**config.mk**
```make
export PLATFORM = sky130hd
export DESIGN_NAME = keyvalue_text_tokenizer
export DESIGN_NICKNAME = d
export VERILOG_FILES = /design/src/hdl/kvt_pkg.sv /design/src/hdl/keyvalue_text_tokenizer.sv /design/src/hdl/kvt_step.sv
export SDC_FILE = /design/constraint.sdc
export NUM_CORES = 1
export LEC_CHECK = 0
export ABC_AREA = 1
export BUFFER_PORTS_ARGS = -buffer_cell sky130_fd_sc_hd__buf_2
export CAP_MARGIN = 30
export CORE_MARGIN = 4
export CORE_UTILIZATION = 45
export CTS_CLUSTER_SIZE = 20
export DETAILED_ROUTE_END_ITERATION = 10
export MAX_ROUTING_LAYER = met4
export RECOVER_POWER = 50
export SLEW_MARGIN = 20
export SYNTH_ARGS = -nofsm -noshare
export SYNTH_HDL_FRONTEND = slang
export SYNTH_SLANG_ARGS = --single-unit
```
**constraint.sdc**
```tcl
create_clock -name clk_i -period 3 [get_ports clk_i]
set_input_delay 0.15 -clock clk_i [delete_from_list [all_inputs] [get_ports clk_i]]
set_output_delay 0.15 -clock clk_i [all_outputs]
set_load 0.005 [all_outputs]
```
**src/hdl/kvt_pkg.sv**
```systemverilog
// Shared types and constants for the key-value text tokenizer.
`default_nettype none
package kvt_pkg;

  // Deepest block nesting accepted; the depth counter is 8 bits wide.
  localparam int MAX_DEPTH = 255;
  localparam logic [7:0] DEPTH_LIMIT = 8'((MAX_DEPTH < 255) ? MAX_DEPTH : 255);

  // Default width of the string buffer byte counter.
  localparam int TOTAL_BITS = 24;
  localparam int SHOWN_BITS = 24;

  // Character codes.
  localparam logic [7:0] CH_OPEN_BRACE  = 8'h7B;
  localparam logic [7:0] CH_CLOSE_BRACE = 8'h7D;
  localparam logic [7:0] CH_QUOTE       = 8'h22;
  localparam logic [7:0] CH_SLASH       = 8'h2F;
  localparam logic [7:0] CH_FIRST_INK   = 8'h21;
  localparam logic [7:0] CH_LAST_INK    = 8'h7E;
  localparam logic [7:0] CH_CR          = 8'h0D;
  localparam logic [7:0] CH_LF          = 8'h0A;
  localparam logic [7:0] CH_NUL         = 8'h00;

  typedef enum logic [5:0] {
    PH_GAP     = 6'b000001,
    PH_SLASH   = 6'b000010,
    PH_COMMENT = 6'b000100,
    PH_QUOTED  = 6'b001000,
    PH_BARE    = 6'b010000,
    PH_ERROR   = 6'b100000
  } kvt_phase_e;

  typedef enum logic [2:0] {
    CLS_SKIP  = 3'd0,
    CLS_KEY   = 3'd1,
    CLS_VALUE = 3'd2,
    CLS_OPEN  = 3'd3,
    CLS_CLOSE = 3'd4,
    CLS_END   = 3'd5
  } kvt_class_e;

  typedef enum logic [2:0] {
    ERR_NONE        = 3'd0,
    ERR_OPEN_STRING = 3'd1,
    ERR_STRAY_CLOSE = 3'd2,
    ERR_OPEN_BLOCK  = 3'd3,
    ERR_BAD_OPEN    = 3'd4,
    ERR_LONE_SLASH  = 3'd5,
    ERR_TOO_DEEP    = 3'd6
  } kvt_err_e;

  typedef struct packed {
    kvt_phase_e phase;
    logic       resume;   // 0: key position, 1: value position
    logic [7:0] depth;
    kvt_err_e   err;
  } kvt_state_t;

  typedef struct packed {
    kvt_class_e cls;
    logic       key_done;
    logic       value_done;
    logic [7:0] depth;
    kvt_err_e   err;
  } kvt_result_t;

  localparam kvt_state_t STATE_RESET = '{
    phase:  PH_GAP,
    resume: 1'b0,
    depth:  8'd0,
    err:    ERR_NONE
  };

endpackage
`default_nettype wire

```
**src/hdl/keyvalue_text_tokenizer.sv**
```systemverilog
// Top level of the key-value text tokenizer: input stage, parser state, result stage.
//
// Streaming syntax checker for nested key-value text, one byte per beat.
// Input channel: data_byte_i with in_valid_i / in_ready_o. Output channel:
// echo_byte_o, byte_class_o, key_done_o, value_done_o, depth_now_o,
// error_code_o and string_total_o with out_valid_o / out_ready_i.
// Every input beat yields exactly one output beat. A zero byte ends the
// text: its beat carries class end-of-text and the final status, and the
// parser state is then cleared for the next text.
// A byte accepted on the input passes through two register stages, the input
// register and the result register, before it is presented on the output.
// Throughput: one byte per clock while out_ready_i holds; the parser step is
// combinational logic between the two registers, and the parser state feeds back through it.
// Receiver stall: the result register holds its beat; the input register
// keeps taking bytes until it is full, then in_ready_o drops.
// Reset: rst_ni clears both valid flags, the parser state, the depth, the
// latched error and the byte total; the block is ready as soon as reset is released.
`default_nettype none
module keyvalue_text_tokenizer #(
  parameter int TOTAL_BITS = kvt_pkg::TOTAL_BITS
) (
  input  wire logic        clk_i,
  input  wire logic        rst_ni,
  input  wire logic [7:0]  data_byte_i,
  input  wire logic        in_valid_i,
  output logic             in_ready_o,
  output logic [7:0]       echo_byte_o,
  output logic [2:0]       byte_class_o,
  output logic             key_done_o,
  output logic             value_done_o,
  output logic [7:0]       depth_now_o,
  output logic [2:0]       error_code_o,
  output logic [23:0]      string_total_o,
  output logic             out_valid_o,
  input  wire logic        out_ready_i
);

  logic                                in_valid_q, in_valid_d;
  logic [7:0]                          in_byte_q;
  logic                                out_valid_q, out_valid_d;
  logic [7:0]                          echo_q;
  kvt_pkg::kvt_result_t                res_q;
  logic [kvt_pkg::SHOWN_BITS-1:0]      shown_q;
  kvt_pkg::kvt_state_t                 state_q, state_d;
  logic [TOTAL_BITS-1:0]               total_q, total_d;
  kvt_pkg::kvt_result_t                res_d;
  logic [kvt_pkg::SHOWN_BITS-1:0]      shown_d;
  logic                                advance;
  logic                                accept;

  // move the held byte into the result stage when that stage is free or draining
  assign advance    = in_valid_q && (!out_valid_q || out_ready_i);
  assign in_ready_o = !in_valid_q || advance;
  assign accept     = in_valid_i && in_ready_o;

  always_comb begin
    in_valid_d = in_valid_q;
    if (accept) begin
      in_valid_d = 1'b1;
    end else if (advance) begin
      in_valid_d = 1'b0;
    end
  end

  always_comb begin
    out_valid_d = out_valid_q;
    if (advance) begin
      out_valid_d = 1'b1;
    end else if (out_ready_i) begin
      out_valid_d = 1'b0;
    end
  end

  kvt_step #(
    .TOTAL_BITS (TOTAL_BITS)
  ) u_step (
    .data_byte_i (in_byte_q),
    .state_i     (state_q),
    .total_i     (total_q),
    .state_o     (state_d),
    .total_o     (total_d),
    .result_o    (res_d),
    .shown_o     (shown_d)
  );

  always_ff @(posedge clk_i or negedge rst_ni) begin
    if (!rst_ni) begin
      in_valid_q  <= 1'b0;
      out_valid_q <= 1'b0;
      state_q     <= kvt_pkg::STATE_RESET;
      total_q     <= '0;
    end else begin
      in_valid_q  <= in_valid_d;
      out_valid_q <= out_valid_d;
      if (advance) begin
        state_q <= state_d;
        total_q <= total_d;
      end
    end
  end

  always_ff @(posedge clk_i) begin
    if (accept) begin
      in_byte_q <= data_byte_i;
    end
    if (advance) begin
      echo_q  <= in_byte_q;
      res_q   <= res_d;
      shown_q <= shown_d;
    end
  end

  assign out_valid_o    = out_valid_q;
  assign echo_byte_o    = echo_q;
  assign byte_class_o   = res_q.cls;
  assign key_done_o     = res_q.key_done;
  assign value_done_o   = res_q.value_done;
  assign depth_now_o    = res_q.depth;
  assign error_code_o   = res_q.err;
  assign string_total_o = shown_q;

endmodule
`default_nettype wire

```
**src/hdl/kvt_step.sv**
```systemverilog
// Per-byte parser step: next state, byte class, done flags and total.
`default_nettype none
module kvt_step #(
  parameter int TOTAL_BITS = kvt_pkg::TOTAL_BITS
) (
  input  wire logic [7:0]                      data_byte_i,
  input  wire kvt_pkg::kvt_state_t             state_i,
  input  wire logic [TOTAL_BITS-1:0]           total_i,
  output kvt_pkg::kvt_state_t                  state_o,
  output logic [TOTAL_BITS-1:0]                total_o,
  output kvt_pkg::kvt_result_t                 result_o,
  output logic [kvt_pkg::SHOWN_BITS-1:0]       shown_o
);

  localparam int WideBits = (TOTAL_BITS > kvt_pkg::SHOWN_BITS) ? TOTAL_BITS
                                                                : kvt_pkg::SHOWN_BITS;
  localparam logic [WideBits-1:0] ShownMax = WideBits'({kvt_pkg::SHOWN_BITS{1'b1}});

  kvt_pkg::kvt_phase_e      ph;
  logic                     res;
  logic [7:0]               dep;
  kvt_pkg::kvt_err_e        err;
  kvt_pkg::kvt_err_e        err_out;
  kvt_pkg::kvt_class_e      cls;
  logic                     kd;
  logic                     vd;
  logic                     bump;
  logic                     fin;
  logic                     start;
  logic                     is_space;
  logic                     is_special;
  logic                     is_end;
  logic [TOTAL_BITS-1:0]    total_bumped;
  logic [WideBits-1:0]      total_wide;

  assign is_space   = (data_byte_i < kvt_pkg::CH_FIRST_INK) ||
                      (data_byte_i > kvt_pkg::CH_LAST_INK);
  assign is_special = (data_byte_i == kvt_pkg::CH_QUOTE) ||
                      (data_byte_i == kvt_pkg::CH_OPEN_BRACE) ||
                      (data_byte_i == kvt_pkg::CH_CLOSE_BRACE) ||
                      (data_byte_i == kvt_pkg::CH_SLASH);
  assign is_end     = (data_byte_i == kvt_pkg::CH_NUL);

  always_comb begin
    ph      = state_i.phase;
    res     = state_i.resume;
    dep     = state_i.depth;
    err     = state_i.err;
    err_out = state_i.err;
    cls     = kvt_pkg::CLS_SKIP;
    kd      = 1'b0;
    vd      = 1'b0;
    bump    = 1'b0;
    fin     = 1'b0;
    start   = 1'b0;

    if (is_end) begin
      if (ph != kvt_pkg::PH_ERROR) begin
        if (ph == kvt_pkg::PH_QUOTED) begin
          err_out = kvt_pkg::ERR_OPEN_STRING;
        end else if (ph == kvt_pkg::PH_SLASH) begin
          err_out = kvt_pkg::ERR_LONE_SLASH;
        end else begin
          // a bare token cut off by the end byte still completes
          if (ph == kvt_pkg::PH_BARE) begin
            bump = 1'b1;
            kd   = ~res;
            vd   = res;
          end
          if (dep != 8'd0) begin
            err_out = kvt_pkg::ERR_OPEN_BLOCK;
          end
        end
      end
      cls = kvt_pkg::CLS_END;
    end else begin
      case (ph)
        kvt_pkg::PH_GAP: begin
          start = 1'b1;
        end
        kvt_pkg::PH_SLASH: begin
          if (data_byte_i == kvt_pkg::CH_SLASH) begin
            ph = kvt_pkg::PH_COMMENT;
          end else begin
            err = kvt_pkg::ERR_LONE_SLASH;
            ph  = kvt_pkg::PH_ERROR;
          end
        end
        kvt_pkg::PH_COMMENT: begin
          if (data_byte_i == kvt_pkg::CH_CR || data_byte_i == kvt_pkg::CH_LF) begin
            ph = kvt_pkg::PH_GAP;
          end
        end
        kvt_pkg::PH_QUOTED: begin
          cls = res ? kvt_pkg::CLS_VALUE : kvt_pkg::CLS_KEY;
          if (data_byte_i == kvt_pkg::CH_QUOTE) begin
            fin = 1'b1;
          end else begin
            bump = 1'b1;
          end
        end
        kvt_pkg::PH_BARE: begin
          if (is_space || is_special) begin
            // end the token, then treat this byte as the start of the next item
            fin   = 1'b1;
            start = 1'b1;
          end else begin
            cls  = res ? kvt_pkg::CLS_VALUE : kvt_pkg::CLS_KEY;
            bump = 1'b1;
          end
        end
        default: begin
          ph = kvt_pkg::PH_ERROR;
        end
      endcase

      if (fin) begin
        bump = 1'b1;
        kd   = ~res;
        vd   = res;
        res  = ~res;
        ph   = kvt_pkg::PH_GAP;
      end

      if (start) begin
        cls = kvt_pkg::CLS_SKIP;
        if (is_space) begin
          ph = kvt_pkg::PH_GAP;
        end else if (data_byte_i == kvt_pkg::CH_SLASH) begin
          ph = kvt_pkg::PH_SLASH;
        end else if (data_byte_i == kvt_pkg::CH_QUOTE) begin
          ph  = kvt_pkg::PH_QUOTED;
          cls = res ? kvt_pkg::CLS_VALUE : kvt_pkg::CLS_KEY;
        end else if (data_byte_i == kvt_pkg::CH_OPEN_BRACE) begin
          if (!res) begin
            err = kvt_pkg::ERR_BAD_OPEN;
            ph  = kvt_pkg::PH_ERROR;
          end else if (dep >= kvt_pkg::DEPTH_LIMIT) begin
            err = kvt_pkg::ERR_TOO_DEEP;
            ph  = kvt_pkg::PH_ERROR;
          end else begin
            dep = dep + 8'd1;
            res = 1'b0;
            ph  = kvt_pkg::PH_GAP;
            cls = kvt_pkg::CLS_OPEN;
          end
        end else if (data_byte_i == kvt_pkg::CH_CLOSE_BRACE) begin
          if (res || dep == 8'd0) begin
            err = kvt_pkg::ERR_STRAY_CLOSE;
            ph  = kvt_pkg::PH_ERROR;
          end else begin
            dep = dep - 8'd1;
            ph  = kvt_pkg::PH_GAP;
            cls = kvt_pkg::CLS_CLOSE;
          end
        end else begin
          ph   = kvt_pkg::PH_BARE;
          cls  = res ? kvt_pkg::CLS_VALUE : kvt_pkg::CLS_KEY;
          bump = 1'b1;
        end
      end
      err_out = err;
    end
  end

  // at most one count per byte; hold at the counter's top value
  assign total_bumped = (bump && (total_i != {TOTAL_BITS{1'b1}})) ?
                        total_i + TOTAL_BITS'(1) : total_i;
  assign total_wide   = WideBits'(total_bumped);
  assign shown_o      = (total_wide >= ShownMax) ? {kvt_pkg::SHOWN_BITS{1'b1}}
                                                 : total_wide[kvt_pkg::SHOWN_BITS-1:0];

  always_comb begin
    if (is_end) begin
      state_o = kvt_pkg::STATE_RESET;
      total_o = '0;
    end else begin
      state_o.phase  = ph;
      state_o.resume = res;
      state_o.depth  = dep;
      state_o.err    = err;
      total_o        = total_bumped;
    end
  end

  assign result_o.cls        = cls;
  assign result_o.key_done   = kd;
  assign result_o.value_done = vd;
  assign result_o.depth      = is_end ? 8'd0 : dep;
  assign result_o.err        = err_out;

endmodule
`default_nettype wire

```
---- After elaboration in Yosys (flattened, before gate mapping) ----
Index checks and enable logic that the tools add are counted.
operators by class
  add/subtract/negate cells ............... 3
  $mul .................................... 0
  divide/modulo/power cells ............... 0
  order comparisons ....................... 4
  equal/unequal tests ..................... 15
  shift-type cells ........................ 0
  multiplexer cells ....................... 100
  bitwise gates (word level) .............. 1
  reduce and logical (&&, ||, !) cells .... 21
operator list
  operator                                                                         number
  3-bit two-way mux                                                                25
  6-bit two-way mux                                                                12
  8-bit two-way mux                                                                9
  24-bit two-way mux                                                               2
  1-bit two-way mux                                                                43
  24-bit by 1-bit adder with 24-bit output, second input constant                  1
  24-bit >= comparator, second input constant                                      1
  24-bit != test, second input constant                                            1
  18-bit two-way mux                                                               1
  6-bit case mux with 3 select lines                                               1
  8-bit by 4-bit equality test with 1-bit output, second input constant            2
  8-bit by 6-bit equality test with 1-bit output, second input constant            2
  8-bit by 7-bit equality test with 1-bit output, second input constant            2
  8-bit zero test                                                                  2
  1-bit logical OR                                                                 9
  8-bit by 1-bit adder with 8-bit output, second input constant                    1
  8-bit >= comparator, second input constant                                       1
  8-bit by 7-bit greater-than comparator with 1-bit output, second input constant  1
  8-bit by 6-bit < comparator with 1-bit output, second input constant             1
  8-bit nonzero test                                                               1
  8-bit by 1-bit subtractor with 8-bit output, second input constant               1
  6-bit by 1-bit equality test with 1-bit output, second input constant            1
  6-bit by 2-bit equality test with 1-bit output, second input constant            1
  6-bit by 3-bit equality test with 1-bit output, second input constant            1
  14 further kinds                                                                 22
storage, ports and cells
  bits in registers ....................... 100
  latch bits .............................. 0
  bits in writable memories ............... 0
  bits in read-only memories .............. 0
  bits of input ports ..................... 12
  logic and storage cells ................. 159
  memories ................................ 0

---- Longest topological paths before layout ----
Gate-level depths: netlist of the first run.
  depth in word-level cells ............... 19
  gate-level depth with buffers ........... 21

---- Modules after synthesis ----
A second synthesis of the first run with hierarchy kept.
unflattened totals
  cells, all modules ...................... 806
  area, all modules ....................... 6,148.4 sq um
by module, submodules not included
  module                   instances  cells each  area each (sq um)  seq. area each (sq um)
  keyvalue_text_tokenizer  1          248         3,452.1            2,783.9
  kvt_step                 1          558         2,696.3            0.0

---- Worst setup path after synthesis of the first run ----
Ideal clock, no wire load.
  path kind ............................... flip-flop to flip-flop
  from .................................... reg in_byte_q[5]
  to ...................................... reg res_q (netlist bit byte_class_o[1]) (data pin)
  library setup time ...................... 147 ps
  data arrival time ....................... 2,575 ps
  data required time ...................... 2,853 ps
  path slack .............................. 278 ps
  cell stages (with the launch flop) ...... 17
  buffers on the path ..................... 2
  period minus slack after synthesis ...... 2,722 ps
  path through ............................ edfxtp_1 -> nand2_1 -> nor2_4 -> nand2_4 -> clkinv_2 -> nor2_4 -> nand3_2 -> nand2_4 -> nand2_1 -> ha_1 -> clkbuf_1 -> buf_1 -> nand2_1 -> nand2_1 -> nand3_1 -> nand3b_1 -> a21oi_1
on the way
  word-level cells in the longest chain between the ends .. 17
  elaborated cells on any way between the ends .. 30
  those cells by class .................... order compare: 2; eq/ne: 4; mux: 18; reduce/logical: 6
ends and longest elaborated chain
  item                                                                                    line                            source
  start, declared                                                                         keyvalue_text_tokenizer.sv:39   logic [7:0] in_byte_q;
  start signal, assigned                                                                  keyvalue_text_tokenizer.sv:104  in_byte_q <= data_byte_i;
  branches (longest 17 deep; another with 8-bit by 6-bit < comparator with 1-bit output)  -
  end signal, assigned                                                                    keyvalue_text_tokenizer.sv:108  res_q <= res_d;
  end, declared                                                                           keyvalue_text_tokenizer.sv:42   kvt_pkg::kvt_result_t res_q;
Parallel ways; which one is timed is not known. The select of a mux whose other input is x is not followed.
A chain may end at the register's enable or synchronous reset.

---- Worst setup path in the final report of the first run ----
  from .................................... reg in_byte_q[7]
  to ...................................... reg res_q (netlist bit depth_now_o[5]) (data pin)
on the way
  word-level cells in the longest chain between the ends .. 18
  elaborated cells on any way between the ends .. 29
  those cells by class .................... order compare: 2; eq/ne: 4; mux: 16; reduce/logical: 7
ends and longest elaborated chain
  item
  branches (longest 18 deep; another with 8-bit by 6-bit < comparator with 1-bit output)
Parallel ways; which one is timed is not known. The select of a mux whose other input is x is not followed.

==> run_results.csv, run 1 <==
group,metric,value,unit
routing,vias_per_cell,5.13,
setup_path,cp_max_fo,6,
global_route,global_route.usage.total,0.218,
global_route,pin_count_of_the_biggest_net_entering_global_routing,45,
timing,grt_setup_unrepaired,"false",
finish,multiInputGateArea,0.00278,sq mm
timing,period_needed,2.73,ns
floorplan,coreArea,0.0132,sq mm
floorplan,initial_utilization,0.459,
power,power.ir.vdd_worst,0.451,mV
clocking,cts_buffer_depth,2,
logic_synthesis,yosysUniqueCellTypes,45,
finish,design.final.nets,882,
routing,dr.pass1.iters,5,
finish,layout-area-overhead-vs-synth,15.2,%
routing,drc,0,
finish,regArea,0.00278,sq mm
logic_synthesis,synth.largest_area_cell,"sky130_fd_sc_hd__edfxtp_1",
global_route,grt-ovfl-total,0,
run_status,run_status,"finished, final reports clean",
timing,max_slew.worst_pin.slew,1.39,ns
finish,insertedDiodeCount,0,
logic_synthesis,postSynthRegisterBits,100,
routing,final_antenna_net_count,0,
clocking,cts_num_sinks,100,
clocking,cts.root.buffer_cell,"sky130_fd_sc_hd__clkbuf_16",
routing,dr_total_vias,5369,
power,power.static_leakage,3.34,nW
timing,drv_slew,0,
clocking,cts-htree-levels,3,
timing,timing.slew.headroom,0.0752,
global_route,grt_pass1_vias,5404,
clocking,clock_latency,0.35,ns
setup_path,worstPathRequired,3.10,ns
clocking,clkSlewWorstSetupHoldPaths,0.07,ns
power,p_per_area,561,mW/mm^2
timing,max_clock_freq,367,MHz
finish,filler_cell_count,1313,
logic_synthesis,post_synth_inst_count,792,
logic_synthesis,postSynth.asyncResetShare,0.440,
logic_synthesis,post_synth.cell_area_avg,7.68,sq um
floorplan,top_level_ports,62,
global_route,antenna_found_initial,0,
clocking,clock_tree_from_tritoncts,"yes",
timing,period_share,0.909,
floorplan,fp.dieH,124,microns
floorplan,num_rows,42,
setup_path,worstSetupPathType,"flip-flop to flip-flop",
timing,hold_ws,0.0407,ns
logic_synthesis,mappedNetlistNets,809,
clocking,cts_inserted_buffers,9,
routing,routedWlPerCell,14.9,microns
timing,setup_viol,0,
logic_synthesis,yosys_warnings,0,
logic_synthesis,cell_types_with_the_largest_area_share_after_synthesis,"sky130_fd_sc_hd__edfxtp_1 (28%), sky130_fd_sc_hd__dfrtp_1 (18%), sky130_fd_sc_hd__nand2_1 (17%)",
setup_path,setup.worst_path.start_class,"flip-flop",
placed_design,place_hpwl,11200,microns
logic_synthesis,synth_sequential_area_ratio,0.458,
job,max_cap_violations,0,
setup_path,critical_path_arrival,2.83,ns
placed_design,gpl.final_weighted_congestion,0.919,
floorplan,die_area,0.0154,sq mm
placed_design,port_buffers,61,
setup_path,setup.worst_path.end_class,"flip-flop",
routing,drt-total-wl,15600,microns
routing,dr.first_iter.drc_count,515,
finish,proportion_of_layout_cells_with_a_drive_suffix_above_1,0.125,
timing,fin_skew,0.00727,ns
logic_synthesis,synth_edf_count,56,
logic_synthesis,post_synthesis_cell_area,0.00608,sq mm
logic_synthesis,area_share_of_the_largest_cell_type_after_synthesis,0.277,
global_route,grt_first_pass_wirelength,26900,microns
hold_path,worst_hold_path_type,"input port to flip-flop",
timing,tns,0,ns
floorplan,die_x,124,microns
logic_synthesis,ys_dominant_reg_cell,"sky130_fd_sc_hd__edfxtp_1",
timing,hold_viol_final,0,
-- kinds of logic after synthesis --
logic type / share of synthesized area
AND/OR/NAND/NOR: 0.338
buffers and inverters: 0.0866
flip-flops: 0.458
AO/OA/AOI/OAI: 0.0656
XOR/XNOR: 0.0418
adder cells (fa/ha/maj): 0.0103
-- where the power goes --
| part | leakage (nW) | switching (mW) | internal, mW |
|---|---|---|---|
| clock | 0.155 | 0.531 | 0.700 |
| sequential | 1.15 | 0.138 | 1.68 |
| combinational | 2.03 | 0.561 | 0.322 |
-- worst paths after layout --
kind | start | endpoint | slack, ns | cells after the start
worst max-delay path | in_byte_q[7] | depth_now_o[5] | 0.27 | 19
worst min-delay path | in_valid_i | in_valid_q | 0.04 | 3
worst max register to register | in_byte_q[7] | depth_now_o[5] | 0.27 | 19
worst min register to register | state_q[2] | state_q[2] | 0.50 | 2
max in group asynchronous | rst_ni | state_q[15] | 0.64 | 3
min in group asynchronous | rst_ni | total_q[11] | 0.45 | 2
-- synth_stat cells (2+ instances only) --
library cell and n:
sky130_fd_sc_hd__o211ai_1 2, sky130_fd_sc_hd__edfxtp_1 56, sky130_fd_sc_hd__a31oi_1 2, sky130_fd_sc_hd__clkbuf_1 8
sky130_fd_sc_hd__dfrtp_1 43, sky130_fd_sc_hd__inv_2 5, sky130_fd_sc_hd__xor2_1 26, sky130_fd_sc_hd__buf_6 3
sky130_fd_sc_hd__nand2_1 280, sky130_fd_sc_hd__inv_1 91, sky130_fd_sc_hd__nor2_2 3, sky130_fd_sc_hd__ha_1 5
sky130_fd_sc_hd__buf_2 12, sky130_fd_sc_hd__nor2_4 5, sky130_fd_sc_hd__a21oi_1 12, sky130_fd_sc_hd__xnor2_1 3
sky130_fd_sc_hd__nand3b_1 2, sky130_fd_sc_hd__nand3_1 70, sky130_fd_sc_hd__nor4_1 2, sky130_fd_sc_hd__nor3_1 13
sky130_fd_sc_hd__nand4_1 15, sky130_fd_sc_hd__nand2_4 4, sky130_fd_sc_hd__o21ai_1 30, sky130_fd_sc_hd__o31ai_1 2
sky130_fd_sc_hd__nor2_1 55, sky130_fd_sc_hd__o21ai_0 17, sky130_fd_sc_hd__buf_4 2, sky130_fd_sc_hd__o21ai_2 6
sky130_fd_sc_hd__nand3_2 2
-- state kept, by name, indices dropped and copies added, names as in the netlist --
name	flops
byte_class_o	3
key_done_o	1
error_code_o	3
out_valid_o	1
in_valid_q	1
in_byte_q	8
echo_byte_o	8
value_done_o	1
depth_now_o	8
total_q	24
state_q	18
string_total_o	24
-- placed cells by master, fill, tap and decap left out, drive strengths merged, types with 3 or more instances in the layout --
cell,n
nand2,286
inv,97
nand3,72
nor2,63
buf,57
edfxtp,56
o21ai,53
dfrtp,43
clkbuf,33
xor2,26
nand4,17
nor3,15
a21oi,12
dlygate4sd3,9
ha,5
clkinv,5
xnor2,3
-- layer usage --
layer / global-route usage / vias up / routed length (microns)
li1: - / 2696 / -
met1: 0.312 / 2499 / 7670
met2: 0.326 / 152 / 6810
met3: 0.0305 / 22 / 848
met4: 0.0632 / 0 / 303
met5: - / - / 0
-- stage by stage --
stage | area (sq um) | instances | utilization | setup slack [ns] | total power, mW
after global placement | 6590 | 1018 | 0.498 | 0.275 | 2.70
after floorplan | 6080 | 792 | - | 0.278 | 2.37
after detailed placement | 6610 | 1019 | 0.499 | 0.295 | 2.72
after CTS | 7010 | 1044 | 0.530 | 0.266 | 3.98
final | 7000 | 1046 | 0.529 | 0.274 | 3.93
after global routing | 7000 | 1046 | 0.529 | 0.0165 | 4.17
-- worst max-delay path, cell delays in order, from the launching register on --
cell and delay [ns]:
sky130_fd_sc_hd__edfxtp_1 0.43, sky130_fd_sc_hd__inv_1 0.09, sky130_fd_sc_hd__nand2_1 0.10, sky130_fd_sc_hd__o21ai_1 0.10
sky130_fd_sc_hd__nand2_1 0.10, sky130_fd_sc_hd__nor2_4 0.19, sky130_fd_sc_hd__nand3_2 0.12, sky130_fd_sc_hd__nand2_4 0.08
sky130_fd_sc_hd__nand2_1 0.08, sky130_fd_sc_hd__ha_1 0.36, sky130_fd_sc_hd__inv_1 0.06, sky130_fd_sc_hd__nor2_1 0.15
sky130_fd_sc_hd__buf_4 0.18, sky130_fd_sc_hd__nand2_1 0.06, sky130_fd_sc_hd__nand2_1 0.06, sky130_fd_sc_hd__nand2_1 0.05
sky130_fd_sc_hd__nand2_1 0.05, sky130_fd_sc_hd__nand2_1 0.05, sky130_fd_sc_hd__nand3_1 0.09, sky130_fd_sc_hd__a21oi_1 0.07
-- final cells by class --
| cell class | count | share of cell area |
|---|---|---|
| Clock buffer | 11 | 0.0363 |
| Timing Repair Buffer | 89 | 0.0772 |
| Multi-Input combinational cell | 567 | 0.397 |
| Sequential cell | 100 | 0.397 |
| Clock inverter | 5 | 0.00822 |
| Tap cell | 176 | 0.0314 |
| Inverter | 98 | 0.0527 |
-- repair_timing --
item                                   in CTS  in global routing
setup buffers                               0                  2
resized for setup                           0                  3
hold buffers                                9                  0
endpoints found under the hold margin      24                  0
setup endpoints to repair                   0                 11
Note: power is estimated with default switching activity, not from simulation.
==> run 2, diff against run 1 <==
CORE_MARGIN = default   (was 4)
==> run 2 against run 1 <==
The run now ends with capacitance limit, slew limit left. First-iteration DRC count decreased by 22%. Via count rose by 0.35%. Register-to-register slack got worse by 0.08 ns. Design area up 0.23%. Fmax shrank 3.0%.
==> run_results.csv, run 2 (synthesis gave the netlist of run 1 again) <==
group,metric,value,unit
routing,dr.first_iter.drc_count,404,
floorplan,num_rows,42,
finish,design.final.nets,887,
timing,final_critical_path_setup_slack,0.191,ns
finish,filler_cell_count,1320,
placed_design,port_buffers,61,
finish,proportion_of_layout_cells_with_a_drive_suffix_above_1,0.135,
power,cellInternalPower,2.72,mW
finish,layout.cells.most_common_list,"sky130_fd_sc_hd__nand2_1 (280), sky130_fd_sc_hd__inv_1 (91), sky130_fd_sc_hd__nand3_1 (70), sky130_fd_sc_hd__edfxtp_1 (56), sky130_fd_sc_hd__nor2_1 (54)",
routing,dr.pass1.iters,8,
timing,drv_slew,28,
placed_design,gpl.final_weighted_congestion,0.921,
finish,mostFrequentLayoutCell,"sky130_fd_sc_hd__nand2_1",
timing,hold_ws,0.0552,ns
run_status,violations,"capacitance limit, slew limit",
setup_path,r2r.worst_path.cells,17,
finish,insertedDiodeCount,0,
global_route,global_route.usage.total,0.241,
finish,final_cells,1050,
routing,routedWlPerCell,14.8,microns
setup_path,cp_max_fo,12,
setup_path,slack_of_the_worst_reg_to_reg_path,0.19,ns
hold_path,worst_hold_path_type,"input port to flip-flop",
setup_path,setup.worst_path.end_class,"flip-flop",
setup_path,setup.worst_path.start_class,"flip-flop",
finish,regArea,0.00278,sq mm
timing,fin_skew,0.00850,ns
power,p_per_area,557,mW/mm^2
clocking,cts_num_sinks,100,
global_route,grt_pass1_vias,5045,
floorplan,fp.dieH,118,microns
routing,drt-total-wl,15500,microns
run_status,run_status,"complete, but fails checks",
routing,final_antenna_net_count,0,
setup_path,worstSetupPathType,"flip-flop to flip-flop",
routing,dr_total_vias,5388,
clocking,clock_latency,0.35,ns
power,total_power,3.91,mW
placed_design,placed_cells,1020,
floorplan,top_level_ports,62,
job,max_cap_violations,1,
placed_design,post-place-ws,0.171,ns
timing,max_slew.worst_pin.slew,1.74,ns
global_route,grt-ovfl-total,0,
power,switching_share,0.305,
power,sequentialPowerShare,0.464,
hold_path,holdPathStages,3,
clocking,cts_inserted_buffers,9,
power,power.ir.vdd_worst,0.398,mV
routing,vias_per_cell,5.13,
clocking,cts-htree-levels,3,
clocking,cts_buffer_depth,2,
routing,drc,0,
power,power.static_leakage,3.35,nW
clocking,clkSlewWorstSetupHoldPaths,0.07,ns
power,power.switching,1.19,mW
finish,multiInputGateArea,0.00279,sq mm
timing,period_share,0.936,
placed_design,place_hpwl,11000,microns
floorplan,coreArea,0.0132,sq mm
floorplan,die_x,118,microns
global_route,pin_count_of_the_biggest_net_entering_global_routing,30,
timing,tns,0,ns
timing,hold_viol_final,0,
finish,final_util,0.532,
timing,max_clock_freq,356,MHz
clocking,cts.root.buffer_cell,"sky130_fd_sc_hd__clkbuf_16",
finish,layout-area-overhead-vs-synth,15.5,%
timing,setup_viol,0,
timing,period_needed,2.81,ns
global_route,antenna_found_initial,0,
clocking,clock_tree_from_tritoncts,"yes",
setup_path,worstPathRequired,3.10,ns
finish,post-route-cell-area,0.00702,sq mm
global_route,grt_first_pass_wirelength,25600,microns
placed_design,detailed_place.area,0.00658,sq mm
floorplan,die_area,0.0140,sq mm
power,combPwrFrac,0.219,
floorplan,initial_utilization,0.461,
setup_path,critical_path_arrival,2.91,ns
timing,timing.slew.headroom,-0.163,
power,portion_of_total_power_attributed_to_the_clock_network,0.317,
[run 2: cell count changes in the layout (fill, tap and decap cells not counted), moves of 2 or more]
cell                       previous run  this run
sky130_fd_sc_hd__clkbuf_1            23        20
sky130_fd_sc_hd__buf_12               2         0
sky130_fd_sc_hd__ha_1                 5         3
sky130_fd_sc_hd__buf_2               39        43
sky130_fd_sc_hd__buf_4               16        23
[run 2: power by group through the flow]
stage | combinational (mW) | sequential [mW] | clock, mW
2_1_floorplan | 0.549 | 1.82 | 0
3_3_place_gp | 0.822 | 1.84 | 0
3_5_place_dp | 0.835 | 1.84 | 0
4_1_cts | 0.847 | 1.81 | 1.26
5_1_grt | 0.982 | 1.84 | 1.31
6_report | 0.857 | 1.81 | 1.24
[run 2: worst paths after layout]
kind	to	from
setup / recovery	depth_now_o[6]	in_byte_q[0]
hold / removal	in_valid_q	in_valid_i
setup reg to reg	depth_now_o[6]	in_byte_q[0]
hold reg to reg	state_q[12]	state_q[12]
max in group asynchronous	state_q[10]	rst_ni
min in group asynchronous	state_q[11]	rst_ni
[run 2: critical path: stages (launching register included)]
cell                       delay [ns]
sky130_fd_sc_hd__edfxtp_1        0.44
sky130_fd_sc_hd__nand2_1         0.15
sky130_fd_sc_hd__nor2_1          0.09
sky130_fd_sc_hd__nand2_4         0.06
sky130_fd_sc_hd__clkinv_2        0.06
sky130_fd_sc_hd__nor2_4          0.18
sky130_fd_sc_hd__nand3_2         0.13
sky130_fd_sc_hd__nand2_4         0.12
sky130_fd_sc_hd__nand2_1         0.15
sky130_fd_sc_hd__ha_2            0.44
sky130_fd_sc_hd__buf_4           0.21
sky130_fd_sc_hd__nand2_1         0.08
sky130_fd_sc_hd__xor2_1          0.14
sky130_fd_sc_hd__nand2_1         0.07
sky130_fd_sc_hd__nand2_1         0.07
sky130_fd_sc_hd__nand2_1         0.06
sky130_fd_sc_hd__nand2_1         0.06
sky130_fd_sc_hd__nor2_1          0.04
[run 2: repair_timing]
item | 4_1_cts | 5_1_grt
buffers inserted | 0 | 6
endpoints found under the setup margin | 0 | 21
hold buffers | 9 | 0
resized for setup | 0 | 4
endpoints found under the hold margin | 33 | 0
[run 2: area by class of cell]
class	count	share of cell area
clock buffer	11	0.0331
clock inverter	4	0.0105
inverter	98	0.0526
multi-input combinational	567	0.397
sequential	100	0.397
tap	176	0.0314
timing repair buffer	94	0.0784
[run 2: routing by layer]
| layer | up-vias | global-route usage | part of all wire |
|---|---|---|---|
| met5 | - | - | 0 |
| met4 | 0 | 0.0729 | 0.017 |
| met1 | 2500 | 0.349 | 0.51 |
| li1 | 2706 | - | - |
| met3 | 25 | 0.0487 | 0.055 |
| met2 | 157 | 0.339 | 0.42 |
==> run 3, diff against run 2 <==
CORE_ASPECT_RATIO = 1.25   (was default)
GPL_TIMING_DRIVEN = 0   (was default)
==> run 3 against run 2 <==
The flow still finishes with violations (capacitance limit, slew limit). Final cell count rose by 0.95%. Power rose by 2.5%. Non-clock buffer count grew 14. Critical path depth down 1. Clock-buffer cell count up 2. Critical path type unchanged.
==> run_results.csv, run 3 (synthesis gave the netlist of run 1 again) <==
group,metric,value,unit
finish,proportion_of_layout_cells_with_a_drive_suffix_above_1,0.147,
routing,routedWlPerCell,15.3,microns
timing,period_needed,2.77,ns
setup_path,worst_path_top_cell_family_by_delay,"simple AND/OR/NAND/NOR gates",
job,max_cap_violations,1,
finish,layout-area-overhead-vs-synth,17.3,%
placed_design,gpl.final_weighted_congestion,0.977,
setup_path,cell_occurring_most_often_along_the_worst_timing_path,"sky130_fd_sc_hd__nand2_1",
clocking,cts-htree-levels,3,
power,power.ir.vdd_worst,0.271,mV
floorplan,initial_utilization,0.459,
run_status,run_status,"complete, but fails checks",
routing,dr_total_vias,5486,
floorplan,fp.dieH,132,microns
clocking,cts.root.buffer_cell,"sky130_fd_sc_hd__clkbuf_16",
power,total_power,4.01,mW
routing,drc,0,
setup_path,worstSetupPathType,"flip-flop to flip-flop",
global_route,pin_count_of_the_biggest_net_entering_global_routing,58,
global_route,global_route.usage.total,0.251,
timing,period_share,0.925,
placed_design,place_hpwl,11900,microns
floorplan,num_rows,47,
placed_design,placed_cells,1025,
timing,max_slew.worst_pin.slew,1.63,ns
clocking,cts_buffer_depth,2,
setup_path,critical_path_arrival,2.96,ns
finish,post-route-cell-area,0.00713,sq mm
clocking,clock_latency,0.35,ns
finish,mostFrequentLayoutCell,"sky130_fd_sc_hd__nand2_1",
floorplan,die_area,0.0140,sq mm
floorplan,coreArea,0.0132,sq mm
floorplan,die_x,106,microns
clocking,cts_inserted_buffers,9,
run_status,violations,"capacitance limit, slew limit",
timing,grt_setup_unrepaired,"false",
routing,final_antenna_net_count,0,
setup_path,setup.worst_path.end_class,"flip-flop",
global_route,antenna_found_initial,0,
setup_path,cp_slowest_stage_delay,0.41,ns
timing,drv_slew,30,
clocking,clock_tree_from_tritoncts,"yes",
finish,design.final.nets,901,
finish,final_util,0.539,
global_route,grt-ovfl-total,0,
finish,layout.cells.most_common_list,"sky130_fd_sc_hd__nand2_1 (279), sky130_fd_sc_hd__inv_1 (90), sky130_fd_sc_hd__nand3_1 (70), sky130_fd_sc_hd__edfxtp_1 (56), sky130_fd_sc_hd__buf_2 (54)",
hold_path,worst_hold_path_type,"input port to flip-flop",
setup_path,worstPathRequired,3.19,ns
timing,max_clock_freq,360,MHz
setup_path,crit_buf_inv,3,
setup_path,cp_max_fo,10,
routing,vias_per_cell,5.18,
finish,insertedDiodeCount,0,
clocking,cts_num_sinks,100,
setup_path,worstPathCellList,"inv_1 > nand2_1 > nor2_4 > nand2_4 > clkinv_2 > nor2_4 > nand3_2 > nand2_4 > nand2_2 > ha_4 > buf_4 > nand2_1 > nand2_1 > nand3_1 > nand3b_1 > a21oi_1",
global_route,grt_first_pass_wirelength,26500,microns
finish,final_cells,1060,
routing,dr.pass1.iters,5,
floorplan,top_level_ports,62,
timing,timing.slew.headroom,-0.0897,
clocking,clkSlewWorstSetupHoldPaths,0.07,ns
setup_path,setup.worst_path.start_class,"flip-flop",
power,p_per_area,562,mW/mm^2
setup_path,timing.critical_path.slowest_stage_cell,"sky130_fd_sc_hd__edfxtp_1",
timing,setup_viol,0,
timing,fin_skew,0.00846,ns
timing,hold_viol_final,0,
placed_design,port_buffers,61,
power,power.static_leakage,3.40,nW
routing,drt-total-wl,16200,microns
global_route,grt_pass1_vias,5361,
routing,dr.first_iter.drc_count,337,
placed_design,detailed_place.area,0.00662,sq mm
-- run 3: cell count changes in the layout (fill, tap and decap cells not counted), sizes merged --
cell      delta
clkbuf      +12
bufinv       -1
inv          -2
buf          +4
clkinvlp     +2
-- run 3: where the power goes --
group / leakage, nW / switching [mW] / internal [mW] / total, mW
clock: 0.157 / 0.520 / 0.742 / 1.26
combinational: 2.09 / 0.594 / 0.338 / 0.932
sequential: 1.15 / 0.132 / 1.68 / 1.81
total: 3.40 / 1.25 / 2.76 / 4.01
-- run 3: repair_timing --
action | in CTS | in global routing
gates resized for setup | 7 | 7
endpoints found under the setup margin | 22 | 22
pin swaps | 0 | 4
setup buffers | 0 | 11
endpoints found under the hold margin | 23 | 0
hold buffers | 9 | 0
-- run 3: area by class of cell --
cell class | instances | area [sq um]
Fill cell | 1279 | 6100
Multi-Input combinational cell | 567 | 2820
Sequential cell | 100 | 2780
Timing Repair Buffer | 82 | 460
Inverter | 98 | 373
Clock buffer | 13 | 282
Tap cell | 171 | 214
Buffer | 26 | 153
Clock inverter | 3 | 42.5
-- run 3: final timing paths --
path / start / to / slack [ns] / depth (start not counted)
worst max-delay path: in_byte_q[7] / byte_class_o[1] / 0.23 / 16
worst min register to register: total_q[23] / total_q[23] / 0.50 / 2
worst max register to register: in_byte_q[7] / byte_class_o[1] / 0.23 / 16
worst min-delay path: in_valid_i / in_valid_q / 0.06 / 3
max in group asynchronous: rst_ni / state_q[16] / 0.52 / 3
min in group asynchronous: rst_ni / total_q[16] / 0.46 / 2
-- run 3: through the flow --
step	hold slack [ns]	setup TNS [ns]	worst slack (ns)
floorplan	-0.146	0	0.278
global placement	0.328	-5.13	-0.450
detailed placement	0.108	-4.98	-0.422
CTS	0.0508	0	0.0102
global route	0.0702	0	0.0269
finish	0.0598	0	0.225
-- run 3: tightest hold or removal path, cell delays in order --
cell and delay (ns):
sky130_fd_sc_hd__buf_2 0.08, sky130_fd_sc_hd__nand2_1 0.08, sky130_fd_sc_hd__nand2_1 0.07
-- run 3: metal layers --
layer | global-route usage | part of all wire | up-vias
met5 | - | 0 | -
met4 | 0.103 | 0.026 | 0
met3 | 0.0351 | 0.030 | 29
met2 | 0.456 | 0.55 | 122
met1 | 0.272 | 0.40 | 2595
li1 | - | - | 2740
